$ cat src/hdl/rps_pkg.sv
// Shared constants, types and codes for the rotating priority selector.
package rps_pkg;

   localparam int NUM_ENTRIES   = 64;
   localparam int NUM_CPUS      = 8;
   localparam int PRIORITY_BITS = 8;

   localparam int ENTRY_IDX_W = $clog2(NUM_ENTRIES);
   localparam int CPU_IDX_W   = (NUM_CPUS > 1) ? $clog2(NUM_CPUS) : 1;

   // fixed port field widths
   localparam int INDEX_FIELD_W = 6;
   localparam int PRIO_FIELD_W  = 8;
   localparam int CPU_FIELD_W   = 3;

   localparam logic [ENTRY_IDX_W-1:0] LAST_ENTRY = ENTRY_IDX_W'(NUM_ENTRIES - 1);

   localparam logic REQ_UPDATE = 1'b0;
   localparam logic REQ_SELECT = 1'b1;

   typedef enum logic [1:0] {
      ST_IDLE,
      ST_SCAN,
      ST_DONE
   } state_type;

   typedef struct packed {
      logic                     rdy;
      logic [PRIORITY_BITS-1:0] prio;
   } entry_type;

   typedef struct packed {
      logic                   init;
      logic                   step;
      logic [ENTRY_IDX_W-1:0] start;
   } pick_ctl_type;

   typedef struct packed {
      logic                     have;
      logic [ENTRY_IDX_W-1:0]   idx;
      logic [PRIORITY_BITS-1:0] prio;
      logic                     last;
   } pick_stat_type;

endpackage

$ cat src/hdl/rps_cell.sv
// One ring cell: holds a table entry, takes a write or its neighbor's entry.
module rps_cell (
   input  logic               clock,
   input  logic               reset,
   input  logic               shift,
   input  logic               wr_en,
   input  rps_pkg::entry_type wr_data,
   input  rps_pkg::entry_type from_next,
   output rps_pkg::entry_type q
);

   rps_pkg::entry_type entry_ff;

   always_ff @(posedge clock) begin
      if (reset) begin
         entry_ff <= '0;
      end else if (wr_en) begin
         entry_ff <= wr_data;
      end else if (shift) begin
         entry_ff <= from_next;
      end
   end

   assign q = entry_ff;

endmodule

$ cat src/hdl/rps_pick.sv
// Running best-entry tracker fed by the ring head, one entry per cycle while stepped.
module rps_pick (
   input  logic                  clock,
   input  logic                  reset,
   input  rps_pkg::pick_ctl_type ctl,
   input  rps_pkg::entry_type    head,
   output rps_pkg::pick_stat_type stat
);

   logic                              have_ff;
   logic [rps_pkg::ENTRY_IDX_W-1:0]   idx_ff;
   logic [rps_pkg::PRIORITY_BITS-1:0] prio_ff;
   logic [rps_pkg::ENTRY_IDX_W-1:0]   dist_ff;
   logic [rps_pkg::ENTRY_IDX_W-1:0]   pos_ff;
   logic [rps_pkg::ENTRY_IDX_W-1:0]   cur_dist_ff;
   logic [rps_pkg::ENTRY_IDX_W-1:0]   dist_init_in;
   logic                              take;

   // distance of entry 0 from the start cursor, modulo the table size
   assign dist_init_in = (ctl.start == '0) ? '0 :
      rps_pkg::ENTRY_IDX_W'((rps_pkg::ENTRY_IDX_W+1)'(rps_pkg::NUM_ENTRIES)
                            - {1'b0, ctl.start});

   // ties go to the entry nearer the cursor in wrap order
   assign take = head.rdy &&
                 (!have_ff || (head.prio > prio_ff) ||
                  ((head.prio == prio_ff) && (cur_dist_ff < dist_ff)));

   always_ff @(posedge clock) begin
      if (reset) begin
         have_ff     <= 1'b0;
         pos_ff      <= '0;
         cur_dist_ff <= '0;
      end else if (ctl.init) begin
         have_ff     <= 1'b0;
         pos_ff      <= '0;
         cur_dist_ff <= dist_init_in;
      end else if (ctl.step) begin
         if (take) begin
            have_ff <= 1'b1;
            idx_ff  <= pos_ff;
            prio_ff <= head.prio;
            dist_ff <= cur_dist_ff;
         end
         pos_ff      <= pos_ff + 1'b1;
         cur_dist_ff <= (cur_dist_ff == rps_pkg::LAST_ENTRY) ? '0 : cur_dist_ff + 1'b1;
      end
   end

   assign stat.have = have_ff;
   assign stat.idx  = idx_ff;
   assign stat.prio = prio_ff;
   assign stat.last = (pos_ff == rps_pkg::LAST_ENTRY);

endmodule

$ cat src/hdl/rotating_priority_selector_unit.sv
// Rotating priority selector: ring of entry cells, best tracker, cursors and control.
// Update beat: result register loaded at the accepting edge.
// Select beat: the cell ring rotates a full lap past the tracker in ST_SCAN, then
// ST_DONE loads the result once the output is free; one beat in flight at a time.
// Throughput: updates every cycle while rsp_ready holds; a select holds req_ready low.
// Synchronous reset clears all entries, all cursors and the result valid.
module rotating_priority_selector_unit (
   input  logic                                clock,
   input  logic                                reset,
   input  logic                                req_valid,
   output logic                                req_ready,
   input  logic                                req_type,
   input  logic [rps_pkg::INDEX_FIELD_W-1:0]   req_entry_index,
   input  logic                                req_runnable,
   input  logic [rps_pkg::PRIO_FIELD_W-1:0]    req_priority_req,
   input  logic [rps_pkg::CPU_FIELD_W-1:0]     req_cpu,
   output logic                                rsp_valid,
   input  logic                                rsp_ready,
   output logic                                rsp_found,
   output logic [rps_pkg::INDEX_FIELD_W-1:0]   rsp_chosen_index,
   output logic [rps_pkg::PRIO_FIELD_W-1:0]    rsp_chosen_priority
);

   localparam int IW = rps_pkg::ENTRY_IDX_W + rps_pkg::INDEX_FIELD_W;
   localparam int PW = rps_pkg::PRIORITY_BITS + rps_pkg::PRIO_FIELD_W;
   localparam int CW = rps_pkg::CPU_IDX_W + rps_pkg::CPU_FIELD_W;

   rps_pkg::state_type                 state_ff, state_in;
   logic [rps_pkg::CPU_IDX_W-1:0]      cpu_ff, cpu_in;
   logic [rps_pkg::ENTRY_IDX_W-1:0]    cursor_ff [rps_pkg::NUM_CPUS];
   logic                               rsp_valid_ff;
   logic                               rsp_found_ff, rsp_found_in;
   logic [rps_pkg::INDEX_FIELD_W-1:0]  rsp_index_ff, rsp_index_in;
   logic [rps_pkg::PRIO_FIELD_W-1:0]   rsp_prio_ff, rsp_prio_in;

   logic                               req_fire;
   logic                               rsp_load;
   logic                               out_free;
   logic                               upd_fire;
   logic                               shift;
   logic                               cursor_we;
   logic [rps_pkg::ENTRY_IDX_W-1:0]    cursor_next;

   logic [IW-1:0]                      req_idx_ext;
   logic                               idx_ok;
   logic [rps_pkg::ENTRY_IDX_W-1:0]    wr_idx;
   logic [PW-1:0]                      req_prio_ext;
   logic [CW-1:0]                      req_cpu_ext;
   logic                               cpu_ok;
   logic [rps_pkg::CPU_IDX_W-1:0]      req_cpu_idx;
   logic [IW-1:0]                      best_idx_ext;
   logic [PW-1:0]                      best_prio_ext;

   rps_pkg::entry_type                 wr_data;
   rps_pkg::entry_type                 cell_q [rps_pkg::NUM_ENTRIES];
   rps_pkg::pick_ctl_type              pick_ctl;
   rps_pkg::pick_stat_type             pick_stat;

   assign req_idx_ext  = IW'(req_entry_index);
   assign idx_ok       = req_idx_ext < IW'(rps_pkg::NUM_ENTRIES);
   assign wr_idx       = req_idx_ext[rps_pkg::ENTRY_IDX_W-1:0];
   assign req_prio_ext = PW'(req_priority_req);
   assign req_cpu_ext  = CW'(req_cpu);
   assign cpu_ok       = req_cpu_ext < CW'(rps_pkg::NUM_CPUS);
   assign req_cpu_idx  = req_cpu_ext[rps_pkg::CPU_IDX_W-1:0];
   assign best_idx_ext  = IW'(pick_stat.idx);
   assign best_prio_ext = PW'(pick_stat.prio);

   assign wr_data.rdy  = req_runnable;
   assign wr_data.prio = req_prio_ext[rps_pkg::PRIORITY_BITS-1:0];

   assign out_free  = !rsp_valid_ff || rsp_ready;
   assign req_ready = (state_ff == rps_pkg::ST_IDLE) && out_free;
   assign req_fire  = req_valid && req_ready;

   assign cursor_next = (pick_stat.idx == rps_pkg::LAST_ENTRY) ? '0 : pick_stat.idx + 1'b1;

   // ring: cell i loads from cell i+1, head is cell 0; N shifts restore the order
   for (genvar i = 0; i < rps_pkg::NUM_ENTRIES; i++) begin : g_cell
      localparam int NEXT = (i + 1) % rps_pkg::NUM_ENTRIES;
      rps_cell u_cell (
         .clock     (clock),
         .reset     (reset),
         .shift     (shift),
         .wr_en     (upd_fire && idx_ok && (wr_idx == rps_pkg::ENTRY_IDX_W'(i))),
         .wr_data   (wr_data),
         .from_next (cell_q[NEXT]),
         .q         (cell_q[i])
      );
   end

   rps_pick u_pick (
      .clock (clock),
      .reset (reset),
      .ctl   (pick_ctl),
      .head  (cell_q[0]),
      .stat  (pick_stat)
   );

   always_comb begin
      state_in       = state_ff;
      cpu_in         = cpu_ff;
      rsp_load       = 1'b0;
      rsp_found_in   = 1'b0;
      rsp_index_in   = '0;
      rsp_prio_in    = '0;
      upd_fire       = 1'b0;
      shift          = 1'b0;
      cursor_we      = 1'b0;
      pick_ctl.init  = 1'b0;
      pick_ctl.step  = 1'b0;
      pick_ctl.start = cursor_ff[req_cpu_idx];
      case (state_ff)
         rps_pkg::ST_IDLE: begin
            if (req_fire) begin
               if ((req_type == rps_pkg::REQ_SELECT) && cpu_ok) begin
                  pick_ctl.init = 1'b1;
                  cpu_in        = req_cpu_idx;
                  state_in      = rps_pkg::ST_SCAN;
               end else begin
                  // updates and selects for absent cpus answer all-zero at once
                  rsp_load = 1'b1;
                  upd_fire = (req_type == rps_pkg::REQ_UPDATE);
               end
            end
         end
         rps_pkg::ST_SCAN: begin
            shift         = 1'b1;
            pick_ctl.step = 1'b1;
            if (pick_stat.last) begin
               state_in = rps_pkg::ST_DONE;
            end
         end
         rps_pkg::ST_DONE: begin
            if (out_free) begin
               rsp_load     = 1'b1;
               rsp_found_in = pick_stat.have;
               if (pick_stat.have) begin
                  rsp_index_in = best_idx_ext[rps_pkg::INDEX_FIELD_W-1:0];
                  rsp_prio_in  = best_prio_ext[rps_pkg::PRIO_FIELD_W-1:0];
               end
               cursor_we = pick_stat.have;
               state_in  = rps_pkg::ST_IDLE;
            end
         end
         default: begin
            state_in = rps_pkg::ST_IDLE;
         end
      endcase
   end

   always_ff @(posedge clock) begin
      if (reset) begin
         state_ff     <= rps_pkg::ST_IDLE;
         cpu_ff       <= '0;
         rsp_valid_ff <= 1'b0;
         for (int c = 0; c < rps_pkg::NUM_CPUS; c++) begin
            cursor_ff[c] <= '0;
         end
      end else begin
         state_ff <= state_in;
         cpu_ff   <= cpu_in;
         if (rsp_load) begin
            rsp_valid_ff <= 1'b1;
         end else if (rsp_ready) begin
            rsp_valid_ff <= 1'b0;
         end
         if (cursor_we) begin
            cursor_ff[cpu_ff] <= cursor_next;
         end
      end
   end

   always_ff @(posedge clock) begin
      if (rsp_load) begin
         rsp_found_ff <= rsp_found_in;
         rsp_index_ff <= rsp_index_in;
         rsp_prio_ff  <= rsp_prio_in;
      end
   end

   assign rsp_valid           = rsp_valid_ff;
   assign rsp_found           = rsp_found_ff;
   assign rsp_chosen_index    = rsp_index_ff;
   assign rsp_chosen_priority = rsp_prio_ff;

endmodule

$ cat config.mk
export PLATFORM = sky130hd
export DESIGN_NAME = rotating_priority_selector_unit
export DESIGN_NICKNAME = d
export VERILOG_FILES = /design/src/hdl/rps_pkg.sv /design/src/hdl/rps_cell.sv /design/src/hdl/rps_pick.sv /design/src/hdl/rotating_priority_selector_unit.sv
export SDC_FILE = /design/constraint.sdc
export NUM_CORES = 2
export LEC_CHECK = 0
export BUFFER_PORTS_ARGS = -buffer_cell sky130_fd_sc_hd__buf_4
export CAP_MARGIN = 30
export CORE_ASPECT_RATIO = 2
export CORE_UTILIZATION = 55
export CTS_CLUSTER_DIAMETER = 80
export DETAILED_ROUTE_END_ITERATION = 7
export GPL_TIMING_DRIVEN = 1
export PLACE_DENSITY = 0.82
export SYNTH_ARGS = -nofsm -noshare
export SYNTH_HDL_FRONTEND = slang
export SYNTH_SLANG_ARGS = --single-unit
$ cat constraint.sdc
create_clock -name clock -period 10.05 [get_ports clock]
set_clock_uncertainty 0.2 [all_clocks]
set_input_delay 0.5025 -clock clock [delete_from_list [all_inputs] [get_ports clock]]
set_output_delay 0.5025 -clock clock [all_outputs]
set_load 0.05 [all_outputs]
== Word-level counts from Yosys, hierarchy flattened ==
Memories as Yosys holds them, arrays and structs flattened.
Cells that the tools add are included.
Widths: inputs -> output; s select.
Word-level totals
  memories: 1
  memory bits (writable): 48
  logic and storage cells: 537
  register bits: 630
  input port bits: 23
  output and inout port bits: 17
Memory list
  cursor_ff: words 8, width 6, rd ports 1, clocked after memory_dff 0, write ports 8, line rotating_priority_selector_unit.sv:30  | logic [rps_pkg::ENTRY_IDX_W-1:0] cursor_ff [rps_pkg::NUM_CPUS];
Cells by class
  bitwise logic cells: 3
  add/subtract/negate cells: 4
  reductions and logical operators: 151
  $lt $le $gt $ge: 4
  equality and inequality tests: 73
  mux-type cells: 161
Operators with widths (number)
  $mux 9: 128
  $eq 6x6->1 const B: 35
  $reduce_bool 2->1: 66
  $eq 6x5->1 const B: 16
  $logic_and 1x1->1: 70
  $eq 6x4->1 const B: 8
  $mux 6: 6
  $eq 6x3->1 const B: 4
  $mux 1: 20
  $add 6x1->6 const B: 3
  $eq 6x2->1 const B: 2
  $logic_not 6->1: 2
  $eq 8x8->1: 1
  $gt 8x8->1: 1
  $mux 2: 4
  $reduce_and 4->1: 2
  $lt 6x7->1 const B: 1
  $eq 6x1->1 const B: 1
  $lt 6x6->1: 1
  $ne 2x2->1 const B: 3
  $pmux 2 s3: 1
  $reduce_and 3->1: 2
  $reduce_or 6->1: 1
  $sub 1x6->6 const A: 1
  12 further kinds: 17

== Longest topological paths before layout ==
  depth in word-level cells: 9
  gate-level depth with buffers: 9
  gate-level depth less buffers: 8

== Hierarchy ==
A second synthesis with hierarchy kept.
Second synthesis, totals
  cells, all modules: 3056
  area total of the unflattened synthesis: 32159.6 um^2
By module, submodules not included
  rps_cell: cells each 40, instances 64, area each 417.9 um^2, seq. area each 180.2 um^2
  rotating_priority_selector_unit: cells each 334, instances 1, area each 3732.3 um^2, seq. area each 2011.9 um^2
  rps_pick: cells each 162, instances 1, area each 1681.6 um^2, seq. area each 860.8 um^2

== Least setup slack after synthesis ==
OpenSTA, ideal clock, no wires.
  kind: reg-to-reg
  from: register rsp_valid_ff (netlist: rsp_valid)
  to: register u_pick.dist_ff[0] (netlist name), enable pin
  clock period less this slack: 3.943 ns
  library setup time: 0.435 ns
  path buffers: 1
  required time: 9.415 ns
  path slack: 6.107 ns
  stages on the path, launching flop included: 7
  data arrival time: 3.308 ns
  cells stage by stage: dfxtp_1 -> nor2b_1 -> nor3_1 -> nand3_1 -> nand2b_1 -> clkbuf_8 -> a311oi_1
Between the ends
  longest elaborated chain between the ends: 8
RTL lines
  start: declaration: line rotating_priority_selector_unit.sv:31  | logic rsp_valid_ff;
  start signal: assignment: line rotating_priority_selector_unit.sv:156  | rsp_valid_ff <= 1'b0;
  start signal: assignment: line rotating_priority_selector_unit.sv:164  | rsp_valid_ff <= 1'b1;
  start signal: assignment: line rotating_priority_selector_unit.sv:166  | rsp_valid_ff <= 1'b0;
  $logic_not 1->1: line rotating_priority_selector_unit.sv:72  | assign out_free = !rsp_valid_ff || rsp_ready;
  $logic_or 1x1->1: line rotating_priority_selector_unit.sv:72
  $logic_and 1x1->1: line rotating_priority_selector_unit.sv:73  | assign req_ready = (state_ff == rps_pkg::ST_IDLE) && out_free;
  via req_ready: line rotating_priority_selector_unit.sv:11  | output logic req_ready,
  $logic_and 1x1->1: line rotating_priority_selector_unit.sv:74  | assign req_fire = req_valid && req_ready;
  $mux 1: line rotating_priority_selector_unit.sv:115  | if (req_fire) begin
  $mux 1: line rotating_priority_selector_unit.sv:113  | case (state_ff)
  $not 1->1 (no line)
  $reduce_and 4->1 (no line)
  end signal: assignment: line rps_pick.sv:43  | dist_ff <= cur_dist_ff;
  end: declaration: line rps_pick.sv:13  | logic [rps_pkg::ENTRY_IDX_W-1:0] dist_ff;
The timed path passes the listed nets, and every way through them passes these cells.
A chain may end at the register's enable or synchronous reset.

== Final worst setup path ==
  from: register state_ff[0]
  to: register g_cell[48].u_cell.entry_ff (netlist bit g_cell[48].u_cell.q[4])
Between the ends
  longest elaborated chain between the ends: 8
  elaborated cells on any way between the ends: 11
  classes of those cells: eq/ne: 1; mux: 4; reduce/logical: 6
RTL lines
  start: declaration: line rotating_priority_selector_unit.sv:28  | rps_pkg::state_type state_ff, state_in;
  start signal: assignment: line rotating_priority_selector_unit.sv:154  | state_ff <= rps_pkg::ST_IDLE;
  start signal: assignment: line rotating_priority_selector_unit.sv:161  | state_ff <= state_in;
  $logic_not 2->1: line rotating_priority_selector_unit.sv:73, rotating_priority_selector_unit.sv:113
  $logic_and 1x1->1: line rotating_priority_selector_unit.sv:73
  $logic_and 1x1->1: line rotating_priority_selector_unit.sv:74
  $mux 1: line rotating_priority_selector_unit.sv:115
  $mux 1: line rotating_priority_selector_unit.sv:113
  $logic_and 1x1->1 (2 in a row): line rotating_priority_selector_unit.sv:85  | .wr_en (upd_fire && idx_ok && (wr_idx == rps_pkg::ENTRY_IDX_W'(i))),
  $mux 9 / $reduce_bool 2->1 (equally long branches)
  end signal: assignment: line rps_cell.sv:18  | entry_ff <= wr_data;
  end signal: assignment: line rps_cell.sv:20  | entry_ff <= from_next;
  end: declaration: line rps_cell.sv:12  | rps_pkg::entry_type entry_ff;
Several ways; a longest one is shown, not always the timed one.

==> impl_metrics.yaml <==
global_route:
  grt_max_degree: 257
  grt_overflow: 0
  track_usage_pct: 27.6
  antenna_found_initial: 0
  grt_pass1_wl_um: 125000
  grt_pass1_vias: 24171
timing:
  setup_slack_ns: 6.22
  fin_crit_ns: 3.83
  max_freq_ghz: 0.261
  grt_setup_unrepaired: "false"
  tns_ns: 0
  hold_viol: 0
  finalCritPeriodShare_pct: 38.1
  setup-violations-final: 0
  tightest_slew_ns: 1.19
  slew_headroom_pct: 20.5
  finalMaxSlewViolations: 0
cts:
  clk_path_buf_depth: 3
  cts-htree-levels: 2
  clock_latency_ns: 0.61
  cts-root-buf: "clkbuf_16"
  hold_buffers: 0
  cts_tree: "done"
  cts_resized: 0
  clk_pin_slew_ns: 0.07
  cts.sink_count: 678
  postCtsSetupBuffers: 0
  cts_buffers: 55
layout:
  area_growth_pct: 6.15
  layout.nets: 3513
  layout-drive-gt1-share_pct: 5.84
  utilization_pct: 59.0
  fill_cells: 4650
  diodes: 0
  fin_area_um2: 31500
floorplan:
  fp.dieH_um: 331
  io_pins: 40
  initial_core_util_pct: 55.5
  dieArea_um2: 55000
  coreArea_um2: 53500
  num_rows: 120
  die_w_um: 166
placed_design:
  io_buffers: 39
  gp_congestion: 0.922
  post_dp_cell_area_um2: 29800
  place_hpwl_um: 46400
  place_ws_ns: 6.33
critical_path:
  crit_path_cell_trace: "nor2b_4 > buf_12 > buf_4 > buf_12 > nand2_1 > a311oi_1"
  r2r-end: "g_cell[48].u_cell.q[4]"
  r2r.worst_path.cells: 6
  endpoint_kind: "register"
  cp.arrival_ns: 4.14
  worstSetupPathType: "reg2reg"
  crit_path_frequent_cell: "buf_12"
  start_kind: "register"
  critPathSlowestCell: "nor2b_4"
  crit_fanout: 242
  rrSetupSlack_ns: 6.22
  r2r_start: "state_ff[0]"
  worstPathRequired_ns: 10.36
  slowest_delay_ns: 0.78
yosys:
  synth_area_per_cell_um2: 8.05
  async_flop_share_pct: 0
  syn_nets: 3729
  synth.top_cell.area_share_pct: 40.1
  synth.area.top_cells: "dfxtp_1 40%, a311oi_1 17%, nand2_1 15%"
  synth-edff-count: 83
  yosys.area.top_type: "dfxtp_1"
  yosys_most_used_dff: "dfxtp_1"
  syn_inst: 3689
  synth.distinct_cells: 53
  syn_area_um2: 29700
  yosysSeqAreaShare_pct: 48.5
  ys_ff_latch: 678
  ys.warnings.count: 0
drt:
  final_antenna_net_count: 0
  drc: 6
  drt_iter0_markers: 2352
  viasPerCell: 6.16
  vias: 25738
  wl_per_cell_um: 18.5
  drt-pass1-iter-count: 8
  routed_wirelength_um: 77500
worst_hold_path:
  holdPathEnd: "cpu_ff[2]"
  worstHoldPathCells: 3
  min_from: "req_cpu[2]"
  hold_path_class: "in2reg"
power_and_ir_drop:
  vdd_drop_max_mv: 0.149
  power_density_nw_per_um2: 167
  power_leakage_nw: 10.0
run_status:
  status: "complete, but fails checks"
  violations: "design-rule violations"
job:
  cap_viol_max_count: 0
-- layer usage --
metal  part of all wire [%]  track usage, %  routed length [um]  vias to the layer above
met5                      0               0                   0                        -
met4                    7.1            19.8                5510                        0
met3                    4.7            2.90                3630                      289
met2                     51            49.5               39400                      775
met1                     37            30.6               29000                    12283
li1                       -               -                   -                    12391
-- worst max path at each step --
stage / start / end / slack (ns) / cells after the start
finish: state_ff[0] / g_cell[48].u_cell.q[4] / 6.22 / 6
global route: state_ff[0] / g_cell[46].u_cell.q[6] / 5.94 / 6
CTS: state_ff[0] / g_cell[31].u_cell.q[5] / 6.32 / 6
detailed placement: state_ff[0] / g_cell[31].u_cell.q[5] / 6.33 / 6
global placement: state_ff[0] / state_ff[1] / 6.01 / 5
floorplan: rsp_valid / u_pick.dist_ff[0] / 6.11 / 6
-- synth_stat cells (5+ instances only) --
library cell  count
clkbuf_8          5
mux4_1            7
a311oi_1        577
buf_1            32
nand2_2          39
edfxtp_1         83
a21oi_1          15
and2_1           15
nand4_1           7
nand2_1        1199
ha_1             17
nor3_1           11
xnor2_1           6
nor2_1          656
buf_2             6
inv_1            18
dfxtp_1         595
o21ai_0          11
mux4_2            5
clkbuf_1        289
xor2_1            5
nand3_1          12
nand2b_1         17
mux2i_1           5
-- cells by family (layout without fill, tap and decap cells) --
| logic type | after synthesis | after routing | share of synthesized area (%) |
|---|---|---|---|
| muxes | 18 | 18 | 1.21 |
| DFF | 678 | 678 | 48.5 |
| buffers and inverters | 356 | 176 | 4.80 |
| adders and majority gates | 17 | 17 | 0.716 |
| AOI/OAI and AO/OA | 626 | 626 | 18.1 |
| and+or+nand+nor | 1983 | 1983 | 26.3 |
| xor gates and xnor gates | 11 | 11 | 0.324 |
-- area by class of cell --
type                       instances  area (um2)  area share (%)
tap                              671         840            2.66
clock buffer                      86        1610            5.12
sequential                       678       14400            45.7
timing repair buffer              65         609            1.93
inverter                          18        67.6           0.214
multi-input combinational       2655       13900            44.1
clock inverter                     7        90.1           0.286
-- layout by cell type (no fill, tap or decap), types with 4 or more instances in the layout --
| cell | Yosys | final |
|---|---|---|
| clkbuf_1 | 289 | 19 |
| a21o_1 | 4 | 4 |
| o21ai_0 | 11 | 10 |
| inv_1 | 18 | 19 |
| a21oi_1 | 15 | 15 |
| ha_1 | 17 | 17 |
| mux4_1 | 7 | 7 |
| nor2_1 | 656 | 656 |
| nand4_1 | 7 | 7 |
| xnor2_1 | 6 | 6 |
| a311oi_1 | 577 | 576 |
| nand3_1 | 12 | 12 |
| clkbuf_16 | 0 | 55 |
| dfxtp_1 | 595 | 595 |
| and2_1 | 15 | 15 |
| nor3_2 | 4 | 5 |
| nand2_1 | 1199 | 1199 |
| mux4_2 | 5 | 5 |
| nor3_1 | 11 | 10 |
| xor2_1 | 5 | 5 |
| clkbuf_8 | 5 | 12 |
| edfxtp_1 | 83 | 83 |
| buf_12 | 0 | 4 |
| nor3_4 | 4 | 4 |
| nand2_2 | 39 | 39 |
| mux2i_1 | 5 | 5 |
| nand2b_1 | 17 | 16 |
| buf_4 | 4 | 56 |
-- power by group --
group | total, mW | switching, mW | leakage (nW) | internal [mW]
sequential | 2.78 | 0.0168 | 5.62 | 2.76
clock | 2.13 | 0.983 | 0.833 | 1.15
combinational | 0.348 | 0.285 | 3.55 | 0.0625
total | 5.25 | 1.28 | 10.0 | 3.97
-- registers in the layout, indices dropped and copies added (netlist names) --
| register | count |
|---|---|
| rsp_chosen_priority | 8 |
| rsp_chosen_index | 6 |
| u_pick.cur_dist_ff | 6 |
| rsp_found | 1 |
| state_ff | 2 |
| u_pick.prio_ff | 8 |
| g_cell.u_cell.q | 576 |
| cpu_ff | 3 |
| u_pick.pos_ff | 6 |
| u_pick.idx_ff | 6 |
| cursor_ff | 48 |
| u_pick.dist_ff | 6 |
| u_pick.have_ff | 1 |
| rsp_valid | 1 |
-- worst max-delay path, delay by kind of cell (launching register included) --
family / cells / cell delay [ns]
simple gates: 2 / 0.87
flops: 1 / 0.44
buf+inv: 3 / 1.68
compound gates: 1 / 0.29
-- through the flow --
stage / hold WS [ns] / power [mW] / std cells
after CTS: 0.0477 / 5.27 / 4180
final: 0.0657 / 5.25 / 4180
after floorplan: 0.250 / 3.08 / 3689
after global placement: 0.262 / 3.17 / 4081
after detailed placement: 0.269 / 3.18 / 4087
after global routing: 0.0834 / 5.39 / 4180
Power figures use the tool's default switching activity.
